## src/design/bip_pkg.sv

```systemverilog
package bip_pkg;

    // Number of perceptron inputs (one lane each).
    localparam int NUM_INPUTS  = 32;

    // Field widths fixed by the interface.
    localparam int FEAT_W      = 32;
    localparam int WEIGHT_W    = 16;
    localparam int SCORE_W     = 21;
    localparam int RATE_W      = 15;

    // Adder tree geometry, padded to a power of two.
    localparam int TREE_LEVELS = (NUM_INPUTS > 1) ? $clog2(NUM_INPUTS) : 0;
    localparam int TREE_LEAVES = 1 << TREE_LEVELS;

    // Configuration register map.
    localparam int              APB_ADDR_W        = 2;
    localparam int              APB_DATA_W        = 32;
    localparam [APB_ADDR_W-1:0] ADDR_LEARNING_RATE = 2'd0;
    localparam [RATE_W-1:0]     RATE_RESET        = 15'd256;

    // Weight type in Q8.8, score type in Q13.8.
    typedef logic signed [WEIGHT_W-1:0] t_weight;
    typedef logic signed [SCORE_W-1:0]  t_score;
    typedef t_weight                    t_terms [NUM_INPUTS];

    // Update command broadcast to all lanes.
    typedef struct packed {
        logic    en;
        t_weight step;
    } t_upd_ctl;

    // One result item as it sits in the output stage.
    typedef struct packed {
        logic   updated;
        t_score score;
        logic   prediction;
    } t_result;

    // Clamp a 17-bit signed sum to the 16-bit signed range.
    function automatic t_weight sat16(input logic signed [WEIGHT_W:0] v);
        t_weight r;
        if (v[WEIGHT_W] != v[WEIGHT_W-1]) begin
            r = v[WEIGHT_W] ? {1'b1, {(WEIGHT_W-1){1'b0}}} : {1'b0, {(WEIGHT_W-1){1'b1}}};
        end else begin
            r = v[WEIGHT_W-1:0];
        end
        return r;
    endfunction

endpackage

```

## src/design/bip_lane.sv

```systemverilog
module bip_lane (
    input  logic              i_clk,
    input  logic              i_rst_n,
    input  logic              i_feature,
    input  bip_pkg::t_upd_ctl i_upd,
    output bip_pkg::t_weight  o_term
);
    import bip_pkg::*;

    t_weight r_weight;
    t_weight n_weight;

    // Saturating step on the stored weight.
    always_comb begin
        n_weight = sat16({r_weight[WEIGHT_W-1], r_weight} + {i_upd.step[WEIGHT_W-1], i_upd.step});
    end

    // The weight moves only when this feature was active on a mispredicted train item.
    always_ff @(posedge i_clk) begin
        if (!i_rst_n) begin
            r_weight <= '0;
        end else if (i_upd.en && i_feature) begin
            r_weight <= n_weight;
        end
    end

    // An inactive feature contributes nothing to the score.
    assign o_term = i_feature ? r_weight : '0;

endmodule

```

## src/design/bip_merge.sv

```systemverilog
module bip_merge (
    input  bip_pkg::t_terms  i_terms,
    input  bip_pkg::t_weight i_threshold,
    output bip_pkg::t_score  o_score,
    output logic             o_prediction
);
    import bip_pkg::*;

    t_score node [TREE_LEVELS+1][TREE_LEAVES];

    // Leaves: sign-extended lane terms, padding leaves are zero.
    for (genvar i = 0; i < TREE_LEAVES; i++) begin : g_leaf
        if (i < NUM_INPUTS) begin : g_used
            assign node[0][i] = {{(SCORE_W-WEIGHT_W){i_terms[i][WEIGHT_W-1]}}, i_terms[i]};
        end else begin : g_pad
            assign node[0][i] = '0;
        end
    end

    // Pairwise adder tree; at most 32 terms are ever nonzero, so the sum fits.
    for (genvar l = 0; l < TREE_LEVELS; l++) begin : g_level
        for (genvar j = 0; j < TREE_LEAVES; j++) begin : g_node
            if (j < (TREE_LEAVES >> (l + 1))) begin : g_add
                assign node[l+1][j] = node[l][2*j] + node[l][2*j+1];
            end else begin : g_idle
                assign node[l+1][j] = '0;
            end
        end
    end

    // Signed compare of the score against the sign-extended threshold.
    assign o_score      = node[TREE_LEVELS][0];
    assign o_prediction = (o_score >=
                           $signed({{(SCORE_W-WEIGHT_W){i_threshold[WEIGHT_W-1]}}, i_threshold}));

endmodule

```

## src/design/binary_input_perceptron.sv

```systemverilog
// Binary-input perceptron, signed Q8.8. Each input transaction carries a 32-bit feature
// vector and an expected bit in s_axis_tdata and the action in s_axis_tuser (0 predict,
// 1 predict and train). One result transaction follows each input with the prediction,
// the score before any update and an updated flag. The block takes one item per clock
// while its skid entry is empty: one lane per input holds its weight and masks it, an adder
// tree sums the lanes and the threshold compare and the weight and threshold updates all
// settle in that same cycle, so the next item already sees the trained weights. The result
// leaves through an output register backed by a skid entry, so input flow continues while
// one result waits. learning_rate lies at APB address 0 and resets to 1.0 (256).
module binary_input_perceptron (
    input  logic                             i_clk,
    input  logic                             i_rst_n,
    // APB configuration port
    input  logic                             psel,
    input  logic                             penable,
    input  logic                             pwrite,
    input  logic [bip_pkg::APB_ADDR_W-1:0]   paddr,
    input  logic [bip_pkg::APB_DATA_W-1:0]   pwdata,
    output logic [bip_pkg::APB_DATA_W-1:0]   prdata,
    output logic                             pready,
    // Input stream
    input  logic                             s_axis_tvalid,
    output logic                             s_axis_tready,
    input  logic [39:0]                      s_axis_tdata,  // features[31:0], expected[32]
    input  logic                             s_axis_tuser,  // action[0]
    // Result stream
    output logic                             m_axis_tvalid,
    input  logic                             m_axis_tready,
    output logic [23:0]                      m_axis_tdata   // prediction[0], score[21:1],
                                                            // updated[22]
);
    import bip_pkg::*;

    logic [RATE_W-1:0] r_rate;
    t_weight           r_threshold;
    t_weight           n_threshold;
    logic              r_out_valid;
    logic              r_skid_valid;
    t_result           r_out;
    t_result           r_skid;
    t_result           n_result;

    logic [FEAT_W-1:0] features;
    logic              expected;
    logic              action;
    logic              in_acc;
    logic              out_fire;
    logic              cfg_wr;
    logic              mispredict;
    t_upd_ctl          upd;
    t_terms            terms;
    t_score            score;
    logic              prediction;

    assign features = s_axis_tdata[FEAT_W-1:0];
    assign expected = s_axis_tdata[FEAT_W];
    assign action   = s_axis_tuser;
    assign in_acc   = s_axis_tvalid && s_axis_tready;
    assign out_fire = r_out_valid && m_axis_tready;

    // Configuration register access.
    assign pready = 1'b1;
    assign cfg_wr = psel && penable && pwrite && (paddr == ADDR_LEARNING_RATE);
    assign prdata = (paddr == ADDR_LEARNING_RATE) ? {{(APB_DATA_W-RATE_W){1'b0}}, r_rate} : '0;

    always_ff @(posedge i_clk) begin
        if (!i_rst_n) begin
            r_rate <= RATE_RESET;
        end else if (cfg_wr) begin
            r_rate <= pwdata[RATE_W-1:0];
        end
    end

    // One lane per input: masked weight out, saturating update in.
    for (genvar i = 0; i < NUM_INPUTS; i++) begin : g_lane
        logic feat_bit;
        if (i < FEAT_W) begin : g_in
            assign feat_bit = features[i];
        end else begin : g_out
            assign feat_bit = 1'b0;
        end
        bip_lane u_lane (
            .i_clk     (i_clk),
            .i_rst_n   (i_rst_n),
            .i_feature (feat_bit),
            .i_upd     (upd),
            .o_term    (terms[i])
        );
    end

    bip_merge u_merge (
        .i_terms      (terms),
        .i_threshold  (r_threshold),
        .o_score      (score),
        .o_prediction (prediction)
    );

    // Training decision: step toward the expected result.
    assign mispredict = action && (expected != prediction);
    assign upd.en     = in_acc && mispredict;
    assign upd.step   = expected ? t_weight'({1'b0, r_rate}) : -t_weight'({1'b0, r_rate});

    always_comb begin
        n_threshold = sat16({r_threshold[WEIGHT_W-1], r_threshold} -
                            {upd.step[WEIGHT_W-1], upd.step});
    end

    always_ff @(posedge i_clk) begin
        if (!i_rst_n) begin
            r_threshold <= '0;
        end else if (upd.en) begin
            r_threshold <= n_threshold;
        end
    end

    // Result assembly.
    always_comb begin
        n_result.prediction = prediction;
        n_result.score      = score;
        n_result.updated    = mispredict;
    end

    // Output register with one skid entry; ready depends only on the skid entry.
    assign s_axis_tready = !r_skid_valid;

    always_ff @(posedge i_clk) begin
        if (!i_rst_n) begin
            r_out_valid  <= 1'b0;
            r_skid_valid <= 1'b0;
        end else begin
            if (out_fire) begin
                if (r_skid_valid) begin
                    r_out        <= r_skid;
                    r_skid_valid <= 1'b0;
                end else if (in_acc) begin
                    r_out <= n_result;
                end else begin
                    r_out_valid <= 1'b0;
                end
            end else if (in_acc) begin
                if (!r_out_valid) begin
                    r_out       <= n_result;
                    r_out_valid <= 1'b1;
                end else begin
                    r_skid       <= n_result;
                    r_skid_valid <= 1'b1;
                end
            end
        end
    end

    assign m_axis_tvalid = r_out_valid;
    assign m_axis_tdata  = {1'b0, r_out};

    // A skid entry never exists without a result in the output register.
    a_skid_behind_out: assert property (@(posedge i_clk) disable iff (!i_rst_n)
        r_skid_valid |-> r_out_valid)
        else $error("skid entry valid while output register empty");

    // Training toward 1 never raises the threshold.
    a_thr_down: assert property (@(posedge i_clk) disable iff (!i_rst_n)
        ($past(i_rst_n) && $past(upd.en) && $past(expected)) |->
            (r_threshold <= $past(r_threshold)))
        else $error("threshold rose on a train step toward 1");

    // Training toward 0 never lowers the threshold.
    a_thr_up: assert property (@(posedge i_clk) disable iff (!i_rst_n)
        ($past(i_rst_n) && $past(upd.en) && !$past(expected)) |->
            (r_threshold >= $past(r_threshold)))
        else $error("threshold fell on a train step toward 0");

    // A predict-only transaction leaves the threshold alone.
    a_thr_hold: assert property (@(posedge i_clk) disable iff (!i_rst_n)
        ($past(i_rst_n) && $past(in_acc) && !$past(action)) |->
            $stable(r_threshold))
        else $error("threshold changed on a predict-only transaction");

endmodule
```

## config.mk

```make
export PLATFORM = sky130hd
export DESIGN_NAME = binary_input_perceptron
export DESIGN_NICKNAME = d
export VERILOG_FILES = /design/src/design/bip_pkg.sv /design/src/design/bip_lane.sv /design/src/design/bip_merge.sv /design/src/design/binary_input_perceptron.sv
export SDC_FILE = /design/constraint.sdc
export NUM_CORES = 2
export LEC_CHECK = 0
export ABC_CLOCK_PERIOD_IN_PS = 13300
export BUFFER_PORTS_ARGS = -buffer_cell sky130_fd_sc_hd__buf_2
export CORE_MARGIN = 10
export CORE_UTILIZATION = 66
export CTS_CLUSTER_DIAMETER = 150
export CTS_CLUSTER_SIZE = 20
export DETAILED_ROUTE_END_ITERATION = 8
export PLACE_DENSITY = 0.9
export SYNTH_ARGS = -nofsm -noshare
export SYNTH_HDL_FRONTEND = slang
export SYNTH_SLANG_ARGS = --single-unit
```

## constraint.sdc

```tcl
create_clock -name i_clk -period 13.3 [get_ports i_clk]
set_clock_uncertainty 0.05 [all_clocks]
set_input_delay 0.665 -clock i_clk [delete_from_list [all_inputs] [get_ports i_clk]]
set_output_delay 0.665 -clock i_clk [all_outputs]
set_load 0.02 [all_outputs]
```

* After elaboration in Yosys (flattened, before gate mapping) *
Cells that the tools add are included.

storage, ports and cells
  flip-flop bits (word level) = 591
  input port bits = 82
  output and inout port bits = 59
  logic and storage cells = 304

cells by class
  add/sub/neg operators = 65
  magnitude comparators = 1
  equal/unequal tests = 37
  muxes and demuxes = 109
  bitwise logic cells = 2
  reductions and logical operators = 48

operators by type and width
  kind                                                   count
  2-to-1 mux 16 bit                                      99
  adder 16 x 16 -> 17 bit                                48
  adder 21 bit                                           15
  2-to-1 mux 23 bit                                      5
  logical AND 1 bit                                      39
  inequality test 1 bit                                  34
  greater-or-equal comparator 21 x 16 -> 1 bit           1
  subtractor 16 x 16 -> 17 bit                           1
  negation 15 -> 16 bit                                  1
  2-to-1 mux 15 bit                                      1
  AND reduction 4 bit                                    2
  2-to-1 mux 1 bit                                       4
  inequality test 2 bit, second input constant           2
  nonzero test 2 bit                                     2
  AND reduction 3 bit                                    1
  zero test 2 bit                                        1
  inequality test 2 x 1 -> 1 bit, second input constant  1
  NOT 1 bit                                              2
  AND reduction 2 bit                                    1
  OR reduction 2 bit                                     1
  zero test 1 bit                                        1

* Logic depth before layout (Yosys ltp) *
  depth in word-level cells = 12
  depth in mapped cells = 47
  gate-level depth less buffers = 42

* Cells and area by module *
Synthesis repeated with hierarchy kept, for this count alone.

unflattened totals
  cells, all modules = 8678
  area total of the unflattened synthesis = 74930.6 um^2

by module, submodules not included
  module                             instances  cells an instance  area each (um^2)  sequential area each (um^2)
  bip_lane at g_lane[0].u_lane ...   12         209                1754.2            320.3
  bip_lane at g_lane[28].u_lane ...  12         197                1675.4            320.3
  bip_merge                          1          1650               15536.2           0.0
  bip_lane at g_lane[10].u_lane ...  8          209                1694.1            320.3
  binary_input_perceptron            1          484                4687.0            2042.0

* Worst setup path before layout *
Ideal clock, no wire load.

  path type = input-to-reg
  start point = in s_axis_tdata[15]
  end point = reg g_lane[4].u_lane.r_weight[10]
  setup time = 131 ps
  arrival time = 10176 ps
  data required time = 13119 ps
  path slack = 2942 ps
  cell stages on the path = 43
  buffers on the path = 3
  cell sequence = and2_1 ha_1 fa_1 a21o_1 a21oi_1 o21ai_0 a211o_1 nand3_1 nand4_1 o211a_1 a41o_1 or3_1 fa_1 fa_1 inv_1 fa_1 fa_1 fa_1 [... 7 more ...] a21oi_1 o311ai_0 a21oi_1 xnor2_1 ha_1 nand4_1 and4bb_1 o21ai_1 o211ai_2 mux2i_2 mux2i_4 inv_4 buf_6 buf_6 nand2_1 buf_2 mux2i_1 o311ai_1

between the ends
  word-level cells in the longest chain between the ends = 11

RTL lines
  element                                       line                            text
  start, declared                               binary_input_perceptron.sv:24   input logic [39:0] s_axis_tdata,
  2-to-1 mux 16 bit                             bip_lane.sv:28                  assign o_term = i_feature ? r_weight : '0;
  adder 16 x 16 -> 17 bit                       bip_merge.sv:24                 assign node[l+1][j] = node[l][2*j] + node[l][2*j+1];
  adder 21 bit (4 in a row)                     bip_merge.sv:24
  named net score[20]                           binary_input_perceptron.sv:52   t_score score;
  greater-or-equal comparator 21 x 16 -> 1 bit  bip_merge.sv:33                 assign o_prediction = (o_score >=
  inequality test 1 bit                         binary_input_perceptron.sv:99   assign mispredict = action && (expected != prediction);
  logical AND 1 bit                             binary_input_perceptron.sv:99
  named net mispredict                          binary_input_perceptron.sv:49   logic mispredict;
  logical AND 1 bit                             binary_input_perceptron.sv:100  assign upd.en = in_acc && mispredict;
  logical AND 1 bit                             bip_lane.sv:22                  end else if (i_upd.en && i_feature) begin
  end signal, assigned                          bip_lane.sv:23                  r_weight <= n_weight;
  end, declared                                 bip_lane.sv:10                  t_weight r_weight;

The timed path passes the listed nets, and every way through them passes these cells.
A chain may end at the register's enable or synchronous reset.

* Worst setup path in the final report *
  start point = reg g_lane[14].u_lane.r_weight[0]
  end point = reg g_lane[3].u_lane.r_weight[10]

between the ends
  word-level cells in the longest chain between the ends = 11

RTL lines
  element                                       line
  start, declared                               bip_lane.sv:10
  start signal, assigned                        bip_lane.sv:23
  2-to-1 mux 16 bit                             bip_lane.sv:28
  adder 16 x 16 -> 17 bit                       bip_merge.sv:24
  adder 21 bit (4 in a row)                     bip_merge.sv:24
  named net score[20]                           binary_input_perceptron.sv:52
  greater-or-equal comparator 21 x 16 -> 1 bit  bip_merge.sv:33
  inequality test 1 bit                         binary_input_perceptron.sv:99
  logical AND 1 bit                             binary_input_perceptron.sv:99
  logical AND 1 bit                             binary_input_perceptron.sv:100
  logical AND 1 bit                             bip_lane.sv:22
  end signal, assigned                          bip_lane.sv:23
  end, declared                                 bip_lane.sv:10

The timed path passes the listed nets, and every way through them passes these cells.

==> impl_metrics.tcl <==
set metrics [dict create \
    status "finished clean" \
    critPathCaptureType "register" \
    crit_path_max_incr_delay_ns 0.99 \
    hold_class "in2reg" \
    synth_ff_type "dfxtp_1" \
    viasPerCell 6.585 \
    detail-route-antenna-nets 0 \
    cp-start-kind "register" \
    drc 0 \
    clkLatencyLatePin_ns 0.67 \
    die_h_um 345.3 \
    worst_pin_slew_ns 1.405 \
    fin_setup_tns_ns 0 \
    critPathBufInv 4 \
    pin_count 141 \
    placed_area_sq_um 71350 \
    hold_viol 0 \
    drt-pass1-iter-count 8 \
    routed_wl_um 209300 \
    fin_cells 9870 \
    slew_viol_final 0 \
    ir_drop_uv 265.8 \
    ys_types 97 \
    power.density_nw_per_um2 144.3 \
    yosys.area.top_type_share_pct 15.62 \
    drive_above_1_share_pct 3.768 \
    grt_usage_pct 33.10 \
    postCtsHoldBufs 0 \
    numCtsBuffers 35 \
    final_net_count 9667 \
    synth.area.top_cells "dfxtp_1 (16%), ha_1 (15%), fa_1 (8.5%), a21oi_1 (6.8%), maj3_1 (5.7%)" \
    worstReg2RegEnd "g_lane[3].u_lane.r_weight[10]" \
    synth-edff-count 46 \
    hold_depth 3 \
    ys_seq_area_share_pct 17.60 \
    synthCells 8559 \
    min_period_ns 12.59 \
    gp_congestion 0.9977 \
    drv_cap 0 \
    root_buffer "clkbuf_16" \
    post_cts_buffers 0 \
    fp-row-count 119 \
    fin_crit_sh_pct 94.64 \
    worst_ep_required_time_ns 13.81 \
    path_class "reg2reg" \
    reg2reg_depth 40 \
    grt_overflow_total 0 \
    synth_area_sq_um 69840 \
    holdCritStartpoint "pwdata[0]" \
    stdcell_area_sq_um 72340 \
    holdPathEnd "r_rate[0]" \
    start_util_pct 66.44 \
    dpl_worst_slack_ns 0.4306 \
    fin_ws_ns 0.7126 \
    area_delta_synth_final_pct 3.583 \
    worstPathArrival_ns 13.10 \
    portBuffers 97 \
    grt_max_degree 99 \
    rsz0062_at_grt "false" \
    dieArea_sq_um 119200 \
    route.vias.total 64990 \
    yosysTopAreaCell "dfxtp_1" \
    cts_tree "yes" \
    dpl.hpwl_um 153300 \
    synth_warnings 0 \
    clockBufferDepth 3 \
    relSlewSlack_pct 6.031 \
    r2r_start "g_lane[14].u_lane.r_weight[0]" \
    rrSetupSlack_ns 0.71 \
    cpLargestDelayFamily "adder cells" \
    core_area_sq_um 105100 \
    cpMostUsedCell "fa_1" \
    antenna_found_initial 9 \
    drtIter0Drc 6536 \
    h-tree-depth 2 \
    final_util_pct 68.82 \
    p_leak_nw 33.41 \
    die_x_um 345.3 \
    synth-seq-cells 591 \
    syn_area_per_cell_sq_um 8.160 \
    max_freq_mhz 79.44 \
    worst-path-max-fanout 35 \
    cts.sinks 591 \
    ctsResizeCount 0 \
    finalSetupViolCount 0 \
    crit_slowest_cell "and3_1" \
    dp.cells 9811 \
    grt_pass1_wl_um 326000 \
    grt_pass1_vias 61440 \
    synthArstFlopShare_pct 0 \
    clkSlewWorstSetupHoldPaths_ns 0.11 \
    wire_per_inst_um 21.21 \
]
-- flip-flops by register name (all words and copies together), names as in the netlist --
signal                  count
r_threshold                16
r_skid                     23
m_axis_tdata               23
g_lane.u_lane.r_weight    512
r_rate                     15
m_axis_tvalid               1
r_skid_valid                1
-- worst min-delay path: stages --
cell,delay (ns)
buf_2,0.10
nand2_1,0.05
a21oi_1,0.05
-- cell usage in the layout, fill, tap and decap left out, drive strengths merged, types with 31 or more instances in the layout --
master,netlist,final
o211ai,39,39
and3,89,89
nor3,189,189
and2,554,554
nor2b,72,72
a21oi,957,957
a21o,161,161
fa,295,295
clkbuf,190,43
nand2,460,460
nand3,178,178
or2,36,36
a211oi,97,97
ha,833,833
maj3,401,401
or3,99,99
xor2,320,320
o21a,82,82
nand2b,57,57
o31ai,33,33
o21bai,83,83
buf,149,183
a31oi,84,84
inv,533,534
o31a,31,31
edfxtp,46,46
dfxtp,545,545
nor2,412,412
a211o,38,38
xnor2,298,298
o21ai,769,769
mux2i,43,43
-- kinds of logic after synthesis --
family                     count (synthesis)  synth area share (%)
muxes                                     50                0.7578
AOI/OAI and AO/OA                       2647                 22.90
other                                      2               0.01075
and+or+nand+nor                         2250                 16.58
buffers and inverters                    872                 5.278
adders and majority gates               1529                 29.13
DFF                                      591                 17.60
xor gates and xnor gates                 618                 7.750
-- through the flow --
step           hold WS [ns]  total power, mW
6_report             0.1893            10.44
5_1_grt              0.1776            11.09
4_1_cts              0.1706            10.23
3_5_place_dp         0.4205            8.999
3_3_place_gp         0.4050            8.704
2_1_floorplan        0.3921            7.247
-- synthesized netlist by cell type (all sizes together) (72+ instances only) --
cell type and instances:
xor2 320, ha 833, a31oi 84, inv 533, o21bai 83, and3 89
clkbuf 190, buf 149, o21a 82, nor2b 72, nand2 460, dfxtp 545
and2 554, nor3 189, o21ai 769, or3 99, fa 295, nor2 412
maj3 401, xnor2 298, a21oi 957, a211oi 97, nand3 178, a21o 161
-- cell type report --
| class | instances | area (sq um) |
|---|---|---|
| sequential | 591 | 12300 |
| multi-input combinational | 7113 | 54160 |
| inverter | 533 | 2006 |
| clock inverter | 4 | 38.79 |
| timing repair buffer | 183 | 1141 |
| fill | 8137 | 32780 |
| clock buffer | 43 | 927.1 |
| tap | 1391 | 1740 |
| antenna | 12 | 30.03 |
-- per-layer routing --
layer	vias up	part of all wire (%)	global-route usage, %
li1	30470	-	-
met1	30610	39	42.08
met2	3152	44	51.41
met3	760	11	6.486
met4	4	6.9	20.29
met5	-	0.015	0
-- report_power, final --
part / internal, mW / switching [mW]
combinational: 2.54 / 4.28
clock: 0.499 / 0.722
sequential: 2.21 / 0.181
total: 5.25 / 5.19
-- how the worst max path moves through the flow --
stage	start	endpoint	slack [ns]	depth (start not counted)
after floorplan	s_axis_tdata[15]	g_lane[4].u_lane.r_weight[10]	2.94	43
after global placement	s_axis_tdata[14]	g_lane[3].u_lane.r_weight[9]	0.93	41
after detailed placement	s_axis_tdata[14]	g_lane[3].u_lane.r_weight[10]	0.43	41
after CTS	g_lane[14].u_lane.r_weight[0]	g_lane[3].u_lane.r_weight[10]	1.03	40
after global routing	g_lane[16].u_lane.r_weight[0]	g_lane[3].u_lane.r_weight[10]	0.26	41
final	g_lane[14].u_lane.r_weight[0]	g_lane[3].u_lane.r_weight[10]	0.71	40
No activity file was read; power rests on OpenSTA's default activity.
